<file path="src/sv/cet_pkg.sv">
// Shared types and codes for the contiguous extent table.
package cet_pkg;

    localparam int MAX_FILES_DEF = 16;
    localparam int MAX_BLOCKS    = 256;
    localparam int DISK_W        = 9;
    localparam logic [DISK_W-1:0] DISK_RESET = 9'd256;

    typedef enum logic [1:0] {
        CMD_CREATE = 2'd0,
        CMD_DELETE = 2'd1,
        CMD_QUERY  = 2'd2
    } cet_cmd_t;

    typedef enum logic [1:0] {
        ST_OK        = 2'd0,
        ST_NO_SPACE  = 2'd1,
        ST_NOT_FOUND = 2'd2,
        ST_FULL      = 2'd3
    } cet_status_t;

    typedef struct packed {
        logic [1:0]  command;
        logic [63:0] file_key;
        logic [7:0]  extent_start;
        logic [8:0]  extent_length;
        logic [7:0]  block_number;
    } cet_in_t;

    typedef struct packed {
        logic [1:0] status;
        logic       block_allocated;
    } cet_out_t;

    typedef struct packed {
        logic [63:0] key;
        logic [7:0]  first;
        logic [8:0]  size;
    } cet_entry_t;

    // Broadcast from the sequencer to every cell.
    typedef struct packed {
        logic        eval;
        logic        commit;
        cet_cmd_t    cmd;
        logic [63:0] cmp_key;
        logic [7:0]  cmp_blk;
        cet_entry_t  new_ent;
        logic        space_ok;
    } cet_ctl_t;

    // Rippled left to right along the row of cells.
    typedef struct packed {
        logic found;
        logic covered;
        logic filled;
    } cet_link_t;

endpackage

</file>
<file path="src/sv/cet_cell.sv">
// One slot of the extent table: compare, ripple link and shift from the right neighbor.
module cet_cell
    import cet_pkg::*;
(
    input  logic       clk,
    input  logic       rst_n,
    input  cet_ctl_t   ctl,
    input  cet_link_t  link_in,
    output cet_link_t  link_out,
    input  cet_entry_t right_ent,
    input  logic       right_valid,
    output cet_entry_t ent,
    output logic       valid
);

    cet_entry_t  ent_reg;
    logic        valid_reg;
    logic        hit_reg;
    logic        cover_reg;
    logic        hit_next;
    logic        cover_next;
    logic [9:0]  end_blk;
    logic        do_append;

    assign end_blk    = {2'b00, ent_reg.first} + {1'b0, ent_reg.size};
    assign hit_next   = valid_reg && (ent_reg.key == ctl.cmp_key);
    assign cover_next = valid_reg && (ctl.cmp_blk >= ent_reg.first)
                        && ({2'b00, ctl.cmp_blk} < end_blk);

    // first free slot: previous one filled, this one empty
    assign do_append = ctl.space_ok && !valid_reg && link_in.filled;

    assign link_out.found   = link_in.found | hit_reg;
    assign link_out.covered = link_in.covered | cover_reg;
    assign link_out.filled  = valid_reg;

    assign ent   = ent_reg;
    assign valid = valid_reg;

    always_ff @(posedge clk or negedge rst_n)
    begin
        if (!rst_n)
        begin
            valid_reg <= 1'b0;
            hit_reg   <= 1'b0;
            cover_reg <= 1'b0;
        end
        else
        begin
            if (ctl.eval)
            begin
                hit_reg   <= hit_next;
                cover_reg <= cover_next;
            end
            if (ctl.commit)
            begin
                case (ctl.cmd)
                    CMD_CREATE:
                    begin
                        if (do_append)
                        begin
                            valid_reg <= 1'b1;
                        end
                    end
                    CMD_DELETE:
                    begin
                        // at or after the oldest match: close the gap
                        if (link_out.found)
                        begin
                            valid_reg <= right_valid;
                        end
                    end
                    default:
                    begin
                    end
                endcase
            end
        end
    end

    always_ff @(posedge clk)
    begin
        if (ctl.commit)
        begin
            case (ctl.cmd)
                CMD_CREATE:
                begin
                    if (do_append)
                    begin
                        ent_reg <= ctl.new_ent;
                    end
                end
                CMD_DELETE:
                begin
                    if (link_out.found)
                    begin
                        ent_reg <= right_ent;
                    end
                end
                default:
                begin
                end
            endcase
        end
    end

endmodule

</file>
<file path="src/sv/contiguous_extent_table.sv">
// Top level: command sequencer, disk size register and the row of extent cells.
//
//  channel | direction | handshake         | payload
//  in      | input     | in_valid/in_stall | in_data (cet_in_t)
//  out     | output    | out_valid/out_stall | out_data (cet_out_t)
//  cfg     | input     | cfg_write         | cfg_data (disk_blocks)
//
// At the transfer every cell registers its compare result; in S_COMMIT the
// link chain ripples and the cells shift or append.
// in_stall is high while a command is in flight; the commit waits while the
// output register holds an untaken result under out_stall.
// Reset empties the table and sets the disk size to 256 blocks.
module contiguous_extent_table
    import cet_pkg::*;
#(
    parameter int MAX_FILES = MAX_FILES_DEF
)
(
    input  logic              clk,
    input  logic              rst_n,
    input  logic              in_valid,
    output logic              in_stall,
    input  cet_in_t           in_data,
    output logic              out_valid,
    input  logic              out_stall,
    output cet_out_t          out_data,
    input  logic              cfg_write,
    input  logic [DISK_W-1:0] cfg_data
);

    typedef enum logic {
        S_IDLE,
        S_COMMIT
    } state_t;

    state_t            state_reg;
    logic              out_valid_reg;
    cet_out_t          out_data_reg;
    cet_cmd_t          cmd_reg;
    cet_entry_t        new_ent_reg;
    logic              space_ok_reg;
    logic [DISK_W-1:0] disk_reg;

    logic              in_xfer;
    logic              commit;
    logic [9:0]        req_end;
    logic [9:0]        limit;
    logic              space_ok;
    cet_ctl_t          ctl;
    cet_status_t       status;
    logic              alloc;

    cet_link_t  link [MAX_FILES+1];
    cet_entry_t ent_arr [MAX_FILES+1];
    logic       valid_arr [MAX_FILES+1];

    assign in_stall  = (state_reg != S_IDLE);
    assign in_xfer   = in_valid && !in_stall;
    assign commit    = (state_reg == S_COMMIT) && (!out_valid_reg || !out_stall);
    assign out_valid = out_valid_reg;
    assign out_data  = out_data_reg;

    assign req_end  = {2'b00, in_data.extent_start} + {1'b0, in_data.extent_length};
    assign limit    = ({1'b0, disk_reg} > 10'(MAX_BLOCKS)) ? 10'(MAX_BLOCKS)
                                                          : {1'b0, disk_reg};
    assign space_ok = (req_end <= limit);

    assign ctl.eval     = in_xfer;
    assign ctl.commit   = commit;
    assign ctl.cmd      = cmd_reg;
    assign ctl.cmp_key  = in_data.file_key;
    assign ctl.cmp_blk  = in_data.block_number;
    assign ctl.new_ent  = new_ent_reg;
    assign ctl.space_ok = space_ok_reg && (cmd_reg == CMD_CREATE);

    assign link[0].found   = 1'b0;
    assign link[0].covered = 1'b0;
    assign link[0].filled  = 1'b1;
    assign ent_arr[MAX_FILES]   = '0;
    assign valid_arr[MAX_FILES] = 1'b0;

    for (genvar i = 0; i < MAX_FILES; i++)
    begin : g_cell
        cet_cell u_cell (
            .clk         (clk),
            .rst_n       (rst_n),
            .ctl         (ctl),
            .link_in     (link[i]),
            .link_out    (link[i+1]),
            .right_ent   (ent_arr[i+1]),
            .right_valid (valid_arr[i+1]),
            .ent         (ent_arr[i]),
            .valid       (valid_arr[i])
        );
    end

    always_comb
    begin
        status = ST_OK;
        alloc  = 1'b0;
        case (cmd_reg)
            CMD_CREATE:
            begin
                if (!space_ok_reg)
                begin
                    status = ST_NO_SPACE;
                end
                else if (link[MAX_FILES].filled)
                begin
                    status = ST_FULL;
                end
            end
            CMD_DELETE:
            begin
                if (!link[MAX_FILES].found)
                begin
                    status = ST_NOT_FOUND;
                end
            end
            CMD_QUERY:
            begin
                alloc = link[MAX_FILES].covered;
            end
            default:
            begin
            end
        endcase
    end

    always_ff @(posedge clk or negedge rst_n)
    begin
        if (!rst_n)
        begin
            disk_reg <= DISK_RESET;
        end
        else if (cfg_write)
        begin
            disk_reg <= cfg_data;
        end
    end

    always_ff @(posedge clk or negedge rst_n)
    begin
        if (!rst_n)
        begin
            state_reg     <= S_IDLE;
            out_valid_reg <= 1'b0;
        end
        else
        begin
            if (out_valid_reg && !out_stall)
            begin
                out_valid_reg <= 1'b0;
            end
            case (state_reg)
                S_IDLE:
                begin
                    if (in_xfer)
                    begin
                        state_reg <= S_COMMIT;
                    end
                end
                S_COMMIT:
                begin
                    if (commit)
                    begin
                        out_valid_reg <= 1'b1;
                        state_reg     <= S_IDLE;
                    end
                end
                default:
                begin
                    state_reg <= S_IDLE;
                end
            endcase
        end
    end

    always_ff @(posedge clk)
    begin
        if (in_xfer)
        begin
            cmd_reg           <= cet_cmd_t'(in_data.command);
            new_ent_reg.key   <= in_data.file_key;
            new_ent_reg.first <= in_data.extent_start;
            new_ent_reg.size  <= in_data.extent_length;
            space_ok_reg      <= space_ok;
        end
        if (commit)
        begin
            out_data_reg.status          <= status;
            out_data_reg.block_allocated <= alloc;
        end
    end

endmodule
</file>
<file path="config.mk">
export PLATFORM = sky130hd
export DESIGN_NAME = contiguous_extent_table
export DESIGN_NICKNAME = d
export VERILOG_FILES = /design/src/sv/cet_pkg.sv /design/src/sv/cet_cell.sv /design/src/sv/contiguous_extent_table.sv
export SDC_FILE = /design/constraint.sdc
export NUM_CORES = 2
export LEC_CHECK = 0
export BUFFER_PORTS_ARGS = -buffer_cell sky130_fd_sc_hd__buf_4
export CAP_MARGIN = 20
export CORE_AREA = 2 2 455 457
export DETAILED_ROUTE_END_ITERATION = 10
export DIE_AREA = 0 0 457 459
export SYNTH_ARGS = -nofsm -noshare
export SYNTH_HDL_FRONTEND = slang
export SYNTH_SLANG_ARGS = --single-unit
</file>
<file path="constraint.sdc">
create_clock -name clk -period 9.2 [get_ports clk]
set_input_delay 0.92 -clock clk [delete_from_list [all_inputs] [get_ports clk]]
set_output_delay 0.92 -clock clk [all_outputs]
set_load 0.005 [all_outputs]
</file>
==> flow_summary.json <==
{
  "fin_crit_ns": 4.13,
  "end_kind": "flip-flop",
  "clkSinkCount": 1442,
  "place.gp.congestion": 1.06,
  "layout-drive-gt1-share_pct": 7.40,
  "finalClockSkew_ns": 0.0341,
  "wl_met3_mm": 15.7,
  "htreeDepth": 4,
  "cp.required_ns": 9.94,
  "wl_met1_mm": 105,
  "tns_ns": 0,
  "syn_nets": 6681,
  "ir_drop_v": 0.000235,
  "timing.hold.ws_ns": 0.307,
  "syn_avg_cell_area_um2": 12.6,
  "r2r_cells": 8,
  "rrSetupSlack_ns": 5.07,
  "critPathKind": "flip-flop to flip-flop",
  "start_util_pct": 37.7,
  "drt_iter0_drc": 5426,
  "largest_reg_flops": 1296,
  "portBuffers": 109,
  "grt_use_total_pct": 23.7,
  "synth_cell_types": 74,
  "failed_checks": "DRC",
  "dpl-instance-area_um2": 80800,
  "clk_pin_slew_worst_paths_ns": 0.06,
  "cts-root-buf": "clkbuf_16",
  "die_w_um": 457,
  "post_cts_buffers": 0,
  "drc": 1,
  "die_y_um": 459,
  "first_pass_iters": 9,
  "synth_warnings": 0,
  "leakagePower_nw": 35.5,
  "period_share_pct": 44.9,
  "crit_path_start_kind": "flip-flop",
  "cp_cell_sequence": "nand2b_2 > inv_6 > buf_4 > nand2_1 > nor4_1 > nand4_1 > nor4_1 > a32o_1",
  "arrival_ns": 4.87,
  "rsz0062_at_grt": "false",
  "dieArea_um2": 210000,
  "vias_per_cell": 5.67,
  "ctsHoldBuffers": 1,
  "totalWireLength_mm": 253,
  "worstPathMaxFanout": 62,
  "grt_first_pass_wirelength_mm": 362,
  "syn_inst": 6174,
  "final_nets": 6576,
  "cts_resized": 0,
  "grt_pass1_vias": 51200,
  "drtAntennaViolNets": 0,
  "clockBufferDepth": 3,
  "cts_tree": "yes",
  "antenna_found_initial": 13,
  "hold_violations": 0,
  "worstReg2RegStart": "in_stall$_DFF_PN0_",
  "synth_top_cell_by_area": "edfxtp_1",
  "max_freq_ghz": 0.242,
  "routed.top_layer": "met5",
  "synth_edf_count": 1383,
  "ys_top_cells_by_area": "edfxtp_1 54%, a21o_1 12%, xnor2_1 7.2%, ha_1 6.2%, xor2_1 5.1%",
  "yosysTopAreaCellShare_pct": 53.5,
  "hp-class": "primary input to flip-flop",
  "whs_path_depth": 1,
  "grt_max_degree": 212,
  "final-setup-viol-count": 0,
  "place_ws_ns": 4.60,
  "pin_count": 110,
  "ys_ff_latch": 1442,
  "tightest_slew_ns": 1.16,
  "final_common_cell": "edfxtp_1",
  "drv_slew": 0,
  "cap_violations": 0,
  "maxSlewHeadroom_pct": 22.8,
  "crit_buf_inv": 2,
  "power.density_nw_per_um2": 198,
  "status": "finished, violations left",
  "core_area_um2": 206000,
  "cp_common_cell": "nor4_1",
  "holdPathEnd": "ctl[13]$_DFFE_PP_",
  "final_cell_mix": "1,383 x edfxtp_1, 1,244 x a21o_1, 640 x xnor2_1",
  "design_area_um2": 86300,
  "ys_async_sr_fraction_pct": 4.09,
  "numCtsBuffers": 159,
  "slowest_stage": "inv_6",
  "area_delta_synth_final_pct": 11.2,
  "overflow": 0,
  "ys.flop_type": "edfxtp_1",
  "dr_total_vias": 50500,
  "dp_hpwl_mm": 186,
  "critPathMaxStageDelay_ns": 0.88,
  "min-delay-start": "in_data[20]",
  "insertion_delay_ns": 0.83,
  "r2r_end": "g_cell[3].u_cell.hit_reg$_DFFE_PN0P_",
  "wl_met2_mm": 116,
  "setup_ws_ns": 5.07,
  "cp_top_family": "simple AND/OR/NAND/NOR gates",
  "syn-cell-area_um2": 77600,
  "ys_seq_area_share_pct": 55.4,
  "fp-row-count": 167,
  "wl_per_cell_um": 28.4
}
-- per-stage QoR --
| step | utilization (%) | instances | total power, W |
|---|---|---|---|
| finish | 42.0 | 8909 | 0.0171 |
| global route | 42.0 | 8908 | 0.0176 |
| CTS | 41.9 | 8896 | 0.0171 |
| detailed placement | 39.3 | 8603 | 0.0106 |
| global placement | 39.3 | 8600 | 0.0105 |
| floorplan | - | 6174 | 0.00962 |
-- final cells by class --
cell class                      count  area [um2]
Inverter                          184         696
Clock inverter                     93        1130
Tap cell                         2704        3380
Fill cell                       18900      119000
Sequential cell                  1442       43000
Clock buffer                      199        4170
Multi-Input combinational cell   4098       32400
Timing Repair Buffer              184        1520
Antenna cell                        5        12.5
-- routing by layer --
metal / vias up / GRT usage (%)
li1: 22500 / -
met2: 2152 / 37.9
met1: 25300 / 31.1
met4: 2 / 13.8
met3: 507 / 2.88
met5: - / 0
-- worst max path at each step --
stage,start,slack (ns),to,cells after the start
detailed placement,in_valid,4.60,g_cell[3].u_cell.hit_reg$_DFFE_PN0P_,9
global route,in_stall$_DFF_PN0_,4.81,g_cell[3].u_cell.hit_reg$_DFFE_PN0P_,8
finish,in_stall$_DFF_PN0_,5.07,g_cell[3].u_cell.hit_reg$_DFFE_PN0P_,8
CTS,in_stall$_DFF_PN0_,5.05,g_cell[3].u_cell.hit_reg$_DFFE_PN0P_,8
global placement,in_valid,4.54,g_cell[3].u_cell.hit_reg$_DFFE_PN0P_,9
floorplan,out_stall,0.95,g_cell[10].u_cell.valid$_DFFE_PN0P_,6
-- Yosys cell counts (all sizes together) (99+ instances only) --
| cell type | n |
|---|---|
| edfxtp | 1383 |
| a21o | 1244 |
| xnor2 | 640 |
| xor2 | 451 |
| clkbuf | 420 |
| ha | 385 |
| inv | 182 |
| nand4 | 167 |
| nor4 | 148 |
| o21ai | 136 |
| nand2 | 130 |
| nor2 | 99 |
-- cell families (layout without fill, tap and decap cells) --
logic type | count (synthesis) | count (layout) | share of synthesized area, %
multiplexers | 18 | 18 | 0.255
buffers and inverters | 634 | 660 | 3.07
flip-flops | 1442 | 1442 | 55.4
XOR/XNOR | 1091 | 1091 | 12.3
other | 0 | 5 | 0
adder cells (fa/ha/maj) | 402 | 402 | 6.65
AND/OR/NAND/NOR | 881 | 881 | 6.27
AO/OA/AOI/OAI | 1706 | 1706 | 16.0
-- power by group --
group,switching [W],internal (W)
clock network,0.00277,0.00380
registers,0.000238,0.00768
logic,0.00163,0.000937
total,0.00464,0.0124
Power figures use the tool's default switching activity.
